===== config.mk =====
export PLATFORM = sky130hd
export DESIGN_NAME = multi_service_heartbeat_supervisor
export DESIGN_NICKNAME = d
export VERILOG_FILES = /design/src/rtl/core/mshs_pkg.sv /design/src/rtl/core/multi_service_heartbeat_supervisor.sv /design/src/rtl/core/mshs_divider.sv
export VERILOG_INCLUDE_DIRS = /design/src /design/src/rtl/core
export SDC_FILE = /design/constraint.sdc
export NUM_CORES = 2
export LEC_CHECK = 0
export BUFFER_PORTS_ARGS = -buffer_cell sky130_fd_sc_hd__buf_2
export CORE_ASPECT_RATIO = 0.7
export CORE_UTILIZATION = 41
export CTS_BUF_LIST = sky130_fd_sc_hd__clkbuf_8
export DETAILED_ROUTE_END_ITERATION = 6
export PLACE_DENSITY = 0.67
export SYNTH_ARGS = -nofsm -noshare
export SYNTH_HDL_FRONTEND = slang
export SYNTH_SLANG_ARGS = --single-unit

===== constraint.sdc =====
create_clock -name clk -period 49 [get_ports clk]
set_input_delay 2.45 -clock clk [delete_from_list [all_inputs] [get_ports clk]]
set_output_delay 2.45 -clock clk [all_outputs]
set_load 0.05 [all_outputs]

===== src/rtl/core/multi_service_heartbeat_supervisor_macros.svh =====
// Assertion macros for the supervisor
`ifndef MULTI_SERVICE_HEARTBEAT_SUPERVISOR_MACROS_SVH
`define MULTI_SERVICE_HEARTBEAT_SUPERVISOR_MACROS_SVH
`ifndef SYNTHESIS
`define MSHS_ASSERT_IMPL(label, clk, rst, ante, cons) \
  label: assert property (@(posedge clk) disable iff (rst) (ante) |-> (cons)) \
    else $error("assertion failed");
`define MSHS_ASSERT_NEXT(label, clk, rst, ante, cons) \
  label: assert property (@(posedge clk) disable iff (rst) (ante) |=> (cons)) \
    else $error("assertion failed");
`else
`define MSHS_ASSERT_IMPL(label, clk, rst, ante, cons)
`define MSHS_ASSERT_NEXT(label, clk, rst, ante, cons)
`endif
`endif


===== src/rtl/core/mshs_pkg.sv =====
package mshs_pkg;
  localparam int SERVICES = 5;
  localparam int SW = 3;
  localparam int TW = 40;

  // reciprocal of 125 scaled by 2^38, exact for the eighth of a sub-saturation span
  localparam logic [31:0] MS_RECIP = 32'd2199023256;
  // span in microseconds at which the recovery time saturates
  localparam logic [39:0] MS_SAT_US = 40'd16777216000;

  typedef enum logic [1:0] {
    CMD_CHECK = 2'd0, CMD_BEAT = 2'd1, CMD_REPORT = 2'd2, CMD_DEATH = 2'd3
  } cmd_t;

  typedef enum logic [2:0] {
    MODE_START = 3'd0, MODE_HEALTHY = 3'd1, MODE_DEGRADED = 3'd2,
    MODE_RECOVER = 3'd3, MODE_DOWN = 3'd4
  } mode_t;

  localparam logic [1:0] GRADE_OK = 2'd0;
  localparam logic [1:0] GRADE_WARN = 2'd1;
  localparam logic [1:0] GRADE_FAIL = 2'd2;

  localparam logic [2:0] REG_CPU = 3'd5;
  localparam logic [2:0] REG_IPC = 3'd6;
  localparam logic [2:0] REG_FAIL = 3'd7;

  typedef enum logic [2:0] {
    ST_IDLE, ST_READ, ST_MOD, ST_DIV, ST_WRITE, ST_EMIT
  } state_t;

  // one service entry of the state memory
  typedef struct packed {
    logic [39:0] last_beat;
    logic [1:0]  grade;
    logic [2:0]  mode;
    logic [15:0] restarts;
    logic [39:0] fault_time;
    logic        fault_seen;
    logic [23:0] rec_time;
    logic        deadline;
    logic [13:0] cpu;
    logic [19:0] ipc;
    logic [7:0]  misses;
  } entry_t;

  // divider control between top and divider
  typedef struct packed {
    logic start;
    logic busy;
  } div_ctl_t;
endpackage


===== src/rtl/core/multi_service_heartbeat_supervisor.sv =====
// Heartbeat, report and death requests: read, modify and write, no result; a bad service id is dropped.
// Check requests: read, modify, divide and write for every service; the divide is skipped if down or start.
// Five result strobes follow on consecutive cycles, the last in the first cycle busy is low again;
// the period divider is bit-serial, and no new request is taken while busy.
// Reset: synchronous; clears the state memory by a pass over every entry, no request taken.
// Results are strobed once and cannot be stalled by the receiver.
`include "multi_service_heartbeat_supervisor_macros.svh"
module multi_service_heartbeat_supervisor (
  input  logic        clk,
  input  logic        rst,
  input  logic        start,
  output logic        busy,
  input  logic [1:0]  cmd,
  input  logic [39:0] time_us,
  input  logic [2:0]  svc_id,
  input  logic        deadline_met,
  input  logic [13:0] cpu_load,
  input  logic [19:0] ipc_time_us,
  output logic        result_valid,
  output logic [2:0]  out_svc,
  output logic [1:0]  beat_status,
  output logic [2:0]  svc_status,
  output logic        restart_request,
  output logic [7:0]  missed_beats,
  output logic [15:0] restarts_done,
  output logic [23:0] recovery_time_ms,
  output logic [2:0]  system_status,
  output logic [15:0] faults_total,
  output logic [15:0] recoveries_total,
  output logic        last_result,
  input  logic        psel,
  input  logic        penable,
  input  logic        pwrite,
  input  logic [4:0]  paddr,
  input  logic [31:0] pwdata,
  output logic [31:0] prdata,
  output logic        pready
);
  localparam int N = mshs_pkg::SERVICES;

  // configuration
  logic [19:0] period [N];
  logic [13:0] cpu_limit;
  logic [19:0] ipc_limit;
  logic [7:0]  fail_misses;
  logic        cfg_wr;
  logic [2:0]  ridx;

  assign pready = 1'b1;
  assign cfg_wr = psel && penable && pwrite;
  assign ridx = paddr[4:2];

  always_ff @(posedge clk) begin
    if (rst) begin
      period[0] <= 20'd100000;
      if (N > 1) period[1] <= 20'd100000;
      if (N > 2) period[2] <= 20'd200000;
      if (N > 3) period[3] <= 20'd200000;
      if (N > 4) period[4] <= 20'd50000;
      cpu_limit <= 14'd8000;
      ipc_limit <= 20'd5000;
      fail_misses <= 8'd3;
    end else if (cfg_wr) begin
      if (ridx == mshs_pkg::REG_CPU) cpu_limit <= pwdata[13:0];
      else if (ridx == mshs_pkg::REG_IPC) ipc_limit <= pwdata[19:0];
      else if (ridx == mshs_pkg::REG_FAIL) fail_misses <= pwdata[7:0];
      else if (32'(ridx) < N) period[ridx] <= pwdata[19:0];
    end
  end

  always_comb begin
    prdata = '0;
    if (ridx == mshs_pkg::REG_CPU) prdata = 32'(cpu_limit);
    else if (ridx == mshs_pkg::REG_IPC) prdata = 32'(ipc_limit);
    else if (ridx == mshs_pkg::REG_FAIL) prdata = 32'(fail_misses);
    else if (32'(ridx) < N) prdata = 32'(period[ridx]);
  end

  // state memory, one entry per service, registered read
  mshs_pkg::entry_t mem [N];
  mshs_pkg::entry_t rd;
  logic [2:0] addr;
  logic we;
  mshs_pkg::entry_t wd;

  always_ff @(posedge clk) begin
    if (we) mem[addr] <= wd;
    rd <= mem[addr];
  end

  // controller registers
  mshs_pkg::state_t state, state_next;
  logic [1:0]  r_cmd;
  logic [39:0] r_time;
  logic        r_dl;
  logic [13:0] r_cpu;
  logic [19:0] r_ipc;
  logic [2:0]  idx;
  logic        clr;
  mshs_pkg::entry_t ent;
  logic [N-1:0] restarted;
  logic bad, warn;
  logic [2:0]  sys_mode;
  logic [15:0] fault_cnt, rec_cnt;
  logic [39:0] late;
  logic [39:0] per;
  logic        div_go;
  mshs_pkg::div_ctl_t dctl;
  logic [39:0] quo;
  logic [39:0] div_a, div_b;
  logic [39:0] rec_diff;
  logic [30:0] rec_x;
  logic        rec_sat;
  logic [62:0] rec_prod;
  logic [23:0] rec_ms;

  mshs_divider u_div (
    .clk(clk), .rst(rst), .start(div_go), .dividend(div_a), .divisor(div_b),
    .ctl(dctl), .quotient(quo)
  );

  function automatic logic [15:0] inc16(input logic [15:0] v);
    return (v == 16'hFFFF) ? v : v + 16'd1;
  endfunction

  assign per = (period[idx] == 20'd0) ? 40'd1 : 40'(period[idx]);
  assign late = (r_time > rd.last_beat) ? r_time - rd.last_beat : 40'd0;

  // recovery time in ms: divide by 8, then multiply by the reciprocal of 125
  assign rec_diff = (r_time >= rd.fault_time) ? r_time - rd.fault_time : 40'd0;
  assign rec_prod = 63'(rec_x) * 63'(mshs_pkg::MS_RECIP);
  assign rec_ms = rec_sat ? 24'hFFFFFF : rec_prod[61:38];

  // start the divider in the read-result state, for a check of a service that is neither down nor starting
  always_comb begin
    div_go = 1'b0;
    div_a = late;
    div_b = per;
    if (state == mshs_pkg::ST_MOD && r_cmd == mshs_pkg::CMD_CHECK) begin
      div_go = rd.mode != mshs_pkg::MODE_DOWN && rd.mode != mshs_pkg::MODE_START;
    end
  end

  assign busy = state != mshs_pkg::ST_IDLE || clr;

  always_ff @(posedge clk) begin
    if (rst) state <= mshs_pkg::ST_IDLE;
    else state <= state_next;
  end

  // next state; a request for an out-of-range service is taken and dropped
  always_comb begin
    state_next = state;
    unique case (state)
      mshs_pkg::ST_IDLE: begin
        if (start && !clr && (cmd == mshs_pkg::CMD_CHECK || 32'(svc_id) < N))
          state_next = mshs_pkg::ST_READ;
      end
      mshs_pkg::ST_READ:  state_next = mshs_pkg::ST_MOD;
      mshs_pkg::ST_MOD:   state_next = div_go ? mshs_pkg::ST_DIV : mshs_pkg::ST_WRITE;
      mshs_pkg::ST_DIV:   if (!dctl.busy) state_next = mshs_pkg::ST_WRITE;
      mshs_pkg::ST_WRITE: begin
        if (r_cmd != mshs_pkg::CMD_CHECK) state_next = mshs_pkg::ST_IDLE;
        else if (32'(idx) == N - 1) state_next = mshs_pkg::ST_EMIT;
        else state_next = mshs_pkg::ST_READ;
      end
      mshs_pkg::ST_EMIT:  if (32'(idx) == N - 1) state_next = mshs_pkg::ST_IDLE;
      default: state_next = mshs_pkg::ST_IDLE;
    endcase
  end

  // modified entry for write back
  mshs_pkg::entry_t upd;
  logic upd_restart, upd_bad, upd_warn;
  logic [39:0] m;
  logic [7:0] ms8;
  always_comb begin
    upd = ent;
    upd_restart = 1'b0;
    upd_bad = 1'b0;
    upd_warn = 1'b0;
    m = '0;
    ms8 = '0;
    unique case (r_cmd)
      mshs_pkg::CMD_BEAT: begin
        upd.last_beat = r_time;
        upd.misses = '0;
        upd.grade = mshs_pkg::GRADE_OK;
        if (ent.mode == mshs_pkg::MODE_RECOVER || ent.mode == mshs_pkg::MODE_START) begin
          if (ent.fault_seen)
            upd.rec_time = rec_ms;
          upd.mode = mshs_pkg::MODE_HEALTHY;
        end
      end
      mshs_pkg::CMD_REPORT: begin
        upd.deadline = r_dl;
        upd.cpu = r_cpu;
        upd.ipc = r_ipc;
      end
      mshs_pkg::CMD_DEATH: upd.mode = mshs_pkg::MODE_DOWN;
      mshs_pkg::CMD_CHECK: begin
        if (ent.mode == mshs_pkg::MODE_DOWN) begin
          upd_restart = 1'b1;
        end else if (ent.mode == mshs_pkg::MODE_START) begin
          upd_warn = 1'b1;
        end else begin
          m = (late >= (per << 1)) ? quo - 40'd1 : 40'd0;
          ms8 = (m > 40'd255) ? 8'd255 : m[7:0];
          upd.misses = ms8;
          if (ms8 == 8'd0) upd.grade = mshs_pkg::GRADE_OK;
          else if (ms8 < fail_misses) upd.grade = mshs_pkg::GRADE_WARN;
          else upd.grade = mshs_pkg::GRADE_FAIL;
          if (upd.grade == mshs_pkg::GRADE_FAIL) upd_restart = 1'b1;
          else if (ent.mode == mshs_pkg::MODE_RECOVER) upd_warn = 1'b1;
          else if (!ent.deadline || ent.cpu > cpu_limit || ent.ipc > ipc_limit ||
                   upd.grade == mshs_pkg::GRADE_WARN) begin
            upd.mode = mshs_pkg::MODE_DEGRADED;
            upd_warn = 1'b1;
          end else upd.mode = mshs_pkg::MODE_HEALTHY;
        end
        if (upd_restart) begin
          upd_bad = 1'b1;
          upd.fault_time = r_time;
          upd.fault_seen = 1'b1;
          upd.mode = mshs_pkg::MODE_RECOVER;
          upd.grade = mshs_pkg::GRADE_FAIL;
          upd.misses = '0;
          upd.last_beat = r_time;
          upd.restarts = inc16(ent.restarts);
        end
      end
      default: ;
    endcase
  end

  // memory port: clear pass, walk, emit
  always_comb begin
    we = 1'b0;
    wd = upd;
    addr = idx;
    if (clr) begin
      we = 1'b1;
      wd = '0;
      wd.deadline = 1'b1;
    end else if (state == mshs_pkg::ST_WRITE) begin
      we = 1'b1;
    end else if (state == mshs_pkg::ST_IDLE && start) begin
      addr = (cmd == mshs_pkg::CMD_CHECK) ? 3'd0 : svc_id;
    end else if (state == mshs_pkg::ST_WRITE) begin
      addr = idx;
    end
    if (state == mshs_pkg::ST_EMIT) addr = idx;
  end

  // datapath registers
  always_ff @(posedge clk) begin
    if (rst) begin
      clr <= 1'b1;
      idx <= '0;
      sys_mode <= mshs_pkg::MODE_START;
      fault_cnt <= '0;
      rec_cnt <= '0;
      result_valid <= 1'b0;
      restarted <= '0;
      bad <= 1'b0;
      warn <= 1'b0;
    end else begin
      result_valid <= state == mshs_pkg::ST_EMIT;
      if (clr) begin
        if (32'(idx) == N - 1) begin
          clr <= 1'b0;
          idx <= '0;
        end else idx <= idx + 3'd1;
      end
      unique case (state)
        mshs_pkg::ST_IDLE: if (start && !clr) begin
          r_cmd <= cmd; r_time <= time_us; r_dl <= deadline_met;
          r_cpu <= cpu_load; r_ipc <= ipc_time_us;
          idx <= (cmd == mshs_pkg::CMD_CHECK) ? 3'd0 : svc_id;
          restarted <= '0; bad <= 1'b0; warn <= 1'b0;
        end
        mshs_pkg::ST_MOD: begin
          ent <= rd;
          rec_x <= rec_diff[33:3];
          rec_sat <= rec_diff >= mshs_pkg::MS_SAT_US;
        end
        mshs_pkg::ST_WRITE: if (r_cmd == mshs_pkg::CMD_CHECK) begin
          restarted[idx] <= upd_restart;
          if (upd_restart) begin
            fault_cnt <= inc16(fault_cnt);
            rec_cnt <= inc16(rec_cnt);
          end
          if (upd_bad) bad <= 1'b1;
          if (upd_warn) warn <= 1'b1;
          if (32'(idx) == N - 1) begin
            idx <= '0;
            sys_mode <= (bad || upd_bad) ? mshs_pkg::MODE_DOWN :
                        ((warn || upd_warn) ? mshs_pkg::MODE_DEGRADED : mshs_pkg::MODE_HEALTHY);
          end else idx <= idx + 3'd1;
        end
        mshs_pkg::ST_EMIT: begin
          out_svc <= idx;
          restart_request <= restarted[idx];
          last_result <= 32'(idx) == N - 1;
          system_status <= (32'(idx) == N - 1) ? sys_mode : 3'd0;
          faults_total <= (32'(idx) == N - 1) ? fault_cnt : 16'd0;
          recoveries_total <= (32'(idx) == N - 1) ? rec_cnt : 16'd0;
          idx <= (32'(idx) == N - 1) ? 3'd0 : idx + 3'd1;
        end
        default: ;
      endcase
    end
  end

  // memory read data is registered and arrives in the cycle after the emit address
  logic emit_d;
  always_ff @(posedge clk) begin
    if (rst) emit_d <= 1'b0;
    else emit_d <= state == mshs_pkg::ST_EMIT;
  end
  assign beat_status = rd.grade;
  assign svc_status = rd.mode;
  assign missed_beats = rd.misses;
  assign restarts_done = rd.restarts;
  assign recovery_time_ms = rd.rec_time;

  // each result strobe follows an emit step
  `MSHS_ASSERT_IMPL(a_emit_sync, clk, rst, result_valid, emit_d)
  `MSHS_ASSERT_IMPL(a_no_start_clear, clk, rst, clr, busy)
  `MSHS_ASSERT_NEXT(a_div_done, clk, rst, div_go, dctl.busy)
  `MSHS_ASSERT_IMPL(a_last_idx, clk, rst, result_valid && last_result, out_svc == 3'(N - 1))
endmodule


===== src/rtl/core/mshs_divider.sv =====
// Restoring divider, one quotient bit per cycle
module mshs_divider (
  input  logic                      clk,
  input  logic                      rst,
  input  logic                      start,
  input  logic [mshs_pkg::TW-1:0]   dividend,
  input  logic [mshs_pkg::TW-1:0]   divisor,
  output mshs_pkg::div_ctl_t        ctl,
  output logic [mshs_pkg::TW-1:0]   quotient
);
  logic [mshs_pkg::TW-1:0] rem;
  logic [mshs_pkg::TW-1:0] dvs;
  logic [5:0] cnt;
  logic busy;
  logic [mshs_pkg::TW:0] trial;

  assign trial = {rem, quotient[mshs_pkg::TW-1]} - {1'b0, dvs};
  assign ctl.start = start;
  assign ctl.busy = busy;

  // shift in one dividend bit, subtract when it fits
  always_ff @(posedge clk) begin
    if (rst) begin
      busy <= 1'b0;
      cnt <= '0;
    end else if (start) begin
      busy <= 1'b1;
      cnt <= 6'(mshs_pkg::TW);
      rem <= '0;
      quotient <= dividend;
      dvs <= divisor;
    end else if (busy) begin
      if (!trial[mshs_pkg::TW]) begin
        rem <= trial[mshs_pkg::TW-1:0];
        quotient <= {quotient[mshs_pkg::TW-2:0], 1'b1};
      end else begin
        rem <= {rem[mshs_pkg::TW-2:0], quotient[mshs_pkg::TW-1]};
        quotient <= {quotient[mshs_pkg::TW-2:0], 1'b0};
      end
      cnt <= cnt - 6'd1;
      if (cnt == 6'd1) busy <= 1'b0;
    end
  end
endmodule

**Word level (Yosys, flattened, before mapping)**

Memories as Yosys holds them, arrays and structs flattened. A register that Yosys moved wholly into a read port is not among the register bits.
Index checks and enable logic that the tools add are counted.

- Flip-flop bits (word level): 537
- Bits in latches: 0
- Memory bits (writable): 945
- ROM bits: 0
- Output and inout port bits: 128
- Logic and storage cells: 258
- Memories kept: 2

Memories:

| memory | words | width | rd ports | clocked after Yosys merged registers in | write ports | RTL line | RTL |
|---|---|---|---|---|---|---|---|
| mem | 5 | 169 | 1 | 1 | 1 | multi_service_heartbeat_supervisor.sv:80 | `mshs_pkg::entry_t mem [N];` |
| period | 5 | 20 | 2 | 1 | 5 | multi_service_heartbeat_supervisor.sv:42 | `logic [19:0] period [N];` |

- Add/sub/neg operators: 9
- Multipliers: 1
- Div/mod/pow operators: 0
- Order comparisons: 12
- Equal/unequal tests: 28
- Shift-type cells: 0
- Mux-type cells: 112
- Bitwise gates (word level): 5
- Reduce and logical (&&, ||, !) cells: 46

Operators with widths:

| operator | count |
|---|---|
| 2-to-1 mux 40 bit | 7 |
| 2-to-1 mux 169 bit | 1 |
| 2-to-1 mux 20 bit | 6 |
| 2-to-1 mux 102 bit | 1 |
| 2-to-1 mux 24 bit | 4 |
| case mux 42 bit (2 select lines) | 1 |
| subtractor 40 bit | 2 |
| 2-to-1 mux 3 bit | 21 |
| multiplier 31 x 29 -> 59 bit (second input constant) | 1 |
| 2-to-1 mux 57 bit | 1 |
| adder 16 x 1 -> 16 bit (second input constant) | 3 |
| equality test 16 bit (second input constant) | 3 |
| 2-to-1 mux 1 bit | 41 |
| subtractor 41 x 40 -> 41 bit | 1 |
| >= comparator 40 x 21 -> 1 bit | 1 |
| >= comparator 40 x 34 -> 1 bit (second input constant) | 1 |
| >= comparator 40 bit | 1 |
| > comparator 40 bit | 1 |
| > comparator 40 x 8 -> 1 bit (second input constant) | 1 |
| subtractor 40 x 1 -> 40 bit (second input constant) | 1 |
| 2-to-1 mux 35 bit | 1 |
| 2-to-1 mux 8 bit | 4 |
| equality test 3 bit (second input constant) | 7 |
| > comparator 20 bit | 1 |
| 42 further kinds | 101 |

**Depth between registers and ports, before layout**

- Word-level depth: 23
- Mapped depth: 43

**By module**

Synthesis repeated with hierarchy kept, for this count alone.

- Cells, all modules: 7859
- Area, all modules: 89168.0 µm²

By module, submodules not included:

| module | instances | cells each | area each (µm²) |
|---|---|---|---|
| multi_service_heartbeat_supervisor | 1 | 7207 | 81670.8 |
| mshs_divider | 1 | 652 | 7497.2 |

**Worst setup path before layout**

Ideal clock, no wire load.

- Kind: in2reg
- From: input port rst
- To: register ent[0] (netlist bit), enable pin
- Library setup time: 1.254 ns
- Arrival: 21.876 ns
- Data required time: 47.746 ns
- Slack: 25.870 ns
- Cell stages on the path: 4
- Cell sequence: clkbuf_1 > clkbuf_1 > clkbuf_1 > nor4_1

- Cells in the longest elaborated chain, start to end: 2

RTL lines:

| item | RTL line | RTL |
|---|---|---|
| start: declaration | multi_service_heartbeat_supervisor.sv:10 | `input logic rst,` |
| NOT 1 bit (no line) | - |  |
| AND reduction 2 bit (no line) | - |  |
| end signal: assignment | multi_service_heartbeat_supervisor.sv:283 | `ent <= rd;` |
| end: declaration | multi_service_heartbeat_supervisor.sv:100 | `mshs_pkg::entry_t ent;` |

Every way passes these cells.
A chain may end at the register's enable or synchronous reset.

==> results.md <==
Run status:
- The flow ran to the end, and the final reports show no timing, DRC or antenna violations.

Worst setup path:
- The depth of the most critical reg-to-reg path is 35.
- The end of the worst register-to-register path is mem[3][72]$_DFFE_PP_.
- On the critical path, the stage with the largest delay is an instance of sky130_fd_sc_hd__a211oi_1.
- The peak per-stage delay on the critical path is 0.68 ns.
- On the critical path the largest part of the delay comes from compound AO/OA/AOI/OAI gates.
- Across all register-to-register paths, the minimum setup slack is 38.12 ns.
- The number of buffer and inverter stages on the critical path is 3.
- The worst register-to-register path begins at r_time[31]$_DFFE_PP_.
- STA classifies the critical path startpoint as a flop.
- The largest driver fanout on the critical path is 39.
- The element type at the critical path end is a flop.
- The critical path class is flop to flop.
- At the worst endpoint, the required time is 49.67 ns.
- The arrival time at the worst endpoint is 11.55 ns.

CTS:
- The clock tree root buffer cell is sky130_fd_sc_hd__clkbuf_8.
- TritonCTS built the clock tree.
- In this run, post-CTS repair resized a total of 0 instances.
- After clock tree synthesis, the clock-pin slew on the worst setup and hold paths is 0.07 ns.
- The number of levels in the clock H-tree is 4.
- The sink count of the clock tree is 1,691.
- Post-CTS timing repair inserted 0 buffers for setup.
- The cts-stage hold buffer count is 0.
- No sink is reached through more buffers than the 4 on the longest clock path.
- The clock reaches the later pin of the worst-skew pair after 1.00 ns.
- The number of buffers created by CTS is 248.

Final layout:
- Once layout is complete, the utilization of the core stands at 0.457.
- The area growth from synthesis to layout is 10.2%.
- The number of filler instances in the final layout is 19,300.
- The share of post-route cells with drive strength above 1 is 0.0968.
- For this run, the post-layout net count is 8,986.

Yosys:
- The average size of a mapped cell is 11.3 um^2.
- The most common flop cell mapped by yosys is sky130_fd_sc_hd__edfxtp_1.
- Counting flops and latches in the post-synthesis netlist gives 1,691.
- The number of cells produced by synthesis is 7,794.
- The area of the mapped netlist is 88,000 um^2.
- The share of the synthesized area in the top cell type is 0.486.
- The number of synthesized flops with an enable pin is 1,423.
- After synthesis, the netlist uses 104 different library cells.
- Sorting the synthesized cells by area gives the leading types as sky130_fd_sc_hd__edfxtp_1 49%, sky130_fd_sc_hd__ha_1 7.8%, sky130_fd_sc_hd__fa_1 6.6%.
- For this run, the number of Yosys warnings is 0.
- The biggest area contributor in the post-synthesis netlist is sky130_fd_sc_hd__edfxtp_1.
- The share of the Yosys chip area taken by registers is 0.547.
- By count the netlist is led by 1,423 x sky130_fd_sc_hd__edfxtp_1, 1,367 x sky130_fd_sc_hd__nand2_1, 761 x sky130_fd_sc_hd__inv_1.
- By instance count, the leading cell after synthesis is sky130_fd_sc_hd__edfxtp_1.
- In the synthesized netlist the async set-or-reset flop fraction comes to 0.

Timing:
- The number of endpoints with negative hold slack in the final report is 0.
- Setup violations remaining at the end of the flow were counted as 0.
- Dividing the final minimum period by the clock period gives 0.222.
- The post-layout worst setup margin is 38.12 ns.
- The count of pins over their slew limit was 0.
- The worst pin sits at a relative slew slack of 0.182.
- The worst path needs 10.88 ns of the cycle, external delays included.
- For the pin with the worst max-slew slack, the measured transition is 1.23 ns.
- The upper clock frequency limit is 0.0919 GHz.
- Setup total negative slack on the finished layout was measured at 0 ns.
- Setup repair after global routing left no endpoint under its margin.
- For the final database, setup skew stands at 0.158 ns.

Detailed routing:
- The initial DRC count is 6,151.
- After detailed routing, the average wire length per cell comes to 21.0 um.
- The routed via count is 59,700.
- After detailed routing, the number of vias per cell comes to 5.38.
- Wires add up to 234 mm.
- The first-pass iteration count of the detailed router is 6.
- The detail route stage leaves a number of antenna-violating nets equal to 0.
- The DRC violation count after routing is 0.

Hold path:
- For hold timing, the worst endpoint is ent[34]$_DFFE_PP_.
- In this run the most critical hold path is launched from rd[34]$_DFF_P_.
- The worst hold path belongs to the class flop to flop.
- Along the worst hold path, the cell count comes to 0.

Placement:
- The number of port buffers is 223.
- The placement-stage worst setup slack is 38.50 ns.
- Routability-driven placement finished with a final weighted congestion of 0.917.
- The detailed placement HPWL is 154 mm.

Flow run:
- The tool flagged a number of max-cap violations equal to 0.

Global route:
- The overall overflow remaining after global route is 0.
- In the global route stage, overall resource usage came out at 0.212.
- The pin count of the biggest net entering global routing is 187.
- The via count of the first global-routing pass is 57,500.
- The number of antenna violations at the first check in global routing was 14.
- The first-pass GRT wire length is 352 mm.

Floorplanning:
- From left edge to right edge, the die measures 556 um.
- 251 I/O pins were placed.
- The die is 390 um tall.
- The total area inside the core boundary comes to 212,000 um^2.
- The initial core utilization is 0.415.
- The area of the die is 216,000 um^2.
- The initialized floorplan defines 141 standard-cell rows.

Power and ir drop:
- Power spread over the standard cell area amounts to 39.7 nW/um^2.
- The maximum vdd drop is 0.0425 mV.
- In this run the static leakage power is 0.0393 uW.
[power breakdown]
group | switching (uW) | internal (uW)
registers | 52.7 | 1730
clock network | 565 | 561
logic | 663 | 277
[stage by stage]
stage	power, uW	instances	cell area, um^2	hold slack [ns]
floorplan	2490	7865	88200	0.386
global placement	2710	10600	92100	0.386
CTS	3860	11100	96900	0.345
global route	4020	11100	96900	0.370
detailed placement	2730	10600	92100	0.389
finish	3850	11100	96900	0.352
[cell type report]
| cell class | instances | area [um^2] | area share |
|---|---|---|---|
| Clock buffer | 280 | 3850 | 0.0398 |
| Antenna cell | 11 | 27.5 | 0.000284 |
| Sequential cell | 1691 | 48100 | 0.496 |
| Clock inverter | 181 | 987 | 0.0102 |
| Multi-Input combinational cell | 5006 | 35700 | 0.368 |
| Inverter | 761 | 2860 | 0.0295 |
| Tap cell | 2860 | 3580 | 0.0369 |
| Timing Repair Buffer | 317 | 1860 | 0.0192 |
[cells by family (layout without fill, tap and decap cells)]
kind of cell    after synthesis  count (layout)  share of synthesized area
simple gates               2743            2743                      0.139
flops                      1691            1691                      0.547
buf+inv                    1168            1539                     0.0535
compound gates             1010            1010                     0.0719
fa+ha+maj                   838             838                      0.144
mux                         223             223                     0.0328
xor+xnor                    119             119                     0.0118
other cells                   2              84                  0.0000854
[placed cells by master (no fill, tap or decap), types with 39 or more instances in the layout]
master / count
sky130_fd_sc_hd__nand2_1: 1365
sky130_fd_sc_hd__fa_1: 290
sky130_fd_sc_hd__or3_1: 41
sky130_fd_sc_hd__mux4_2: 50
sky130_fd_sc_hd__mux2i_1: 152
sky130_fd_sc_hd__a211oi_1: 44
sky130_fd_sc_hd__and3_1: 56
sky130_fd_sc_hd__ha_1: 548
sky130_fd_sc_hd__clkbuf_8: 280
sky130_fd_sc_hd__a21oi_1: 245
sky130_fd_sc_hd__inv_1: 838
sky130_fd_sc_hd__buf_2: 222
sky130_fd_sc_hd__nor2_1: 419
sky130_fd_sc_hd__nand3_1: 411
sky130_fd_sc_hd__xor2_1: 49
sky130_fd_sc_hd__and2_1: 91
sky130_fd_sc_hd__clkinv_2: 39
sky130_fd_sc_hd__o21ai_0: 304
sky130_fd_sc_hd__nand2b_1: 50
sky130_fd_sc_hd__dfxtp_1: 264
sky130_fd_sc_hd__buf_4: 92
sky130_fd_sc_hd__a21o_1: 93
sky130_fd_sc_hd__clkinv_1: 42
sky130_fd_sc_hd__xnor2_1: 70
sky130_fd_sc_hd__nor3_1: 76
sky130_fd_sc_hd__edfxtp_1: 1423
sky130_fd_sc_hd__nor2b_1: 39
sky130_fd_sc_hd__nand4_1: 56
sky130_fd_sc_hd__conb_1: 73
[flip-flops by register name, summed over array words and instances (netlist names), 20 cells and up]
name,cells
u_div.dvs,20
ent,169
u_div.quotient,40
period,160
ipc_limit,20
u_div.rem,40
r_ipc,20
mem,845
rec_x,31
recovery_time_ms,24
rd,116
r_time,40
[worst max path at each step]
stage / startpoint / endpoint / cells after the start
after floorplan: rst / ent[0]$_DFFE_PP_ / 4
after global placement: r_time[31]$_DFFE_PP_ / mem[0][70]$_DFFE_PP_ / 35
after detailed placement: r_time[31]$_DFFE_PP_ / mem[0][78]$_DFFE_PP_ / 35
after CTS: r_time[31]$_DFFE_PP_ / mem[2][72]$_DFFE_PP_ / 35
after global routing: r_time[31]$_DFFE_PP_ / mem[3][72]$_DFFE_PP_ / 35
final: r_time[31]$_DFFE_PP_ / mem[3][72]$_DFFE_PP_ / 35
[layer usage]
layer,global-route usage,vias to the layer above,wire (um)
li1,-,27600,-
met1,0.326,29300,109000
met2,0.307,2470,97400
met3,0.0362,342,21200
met4,0.0573,4,6100
met5,0,-,31
Note: power is estimated with default switching activity, not from simulation.
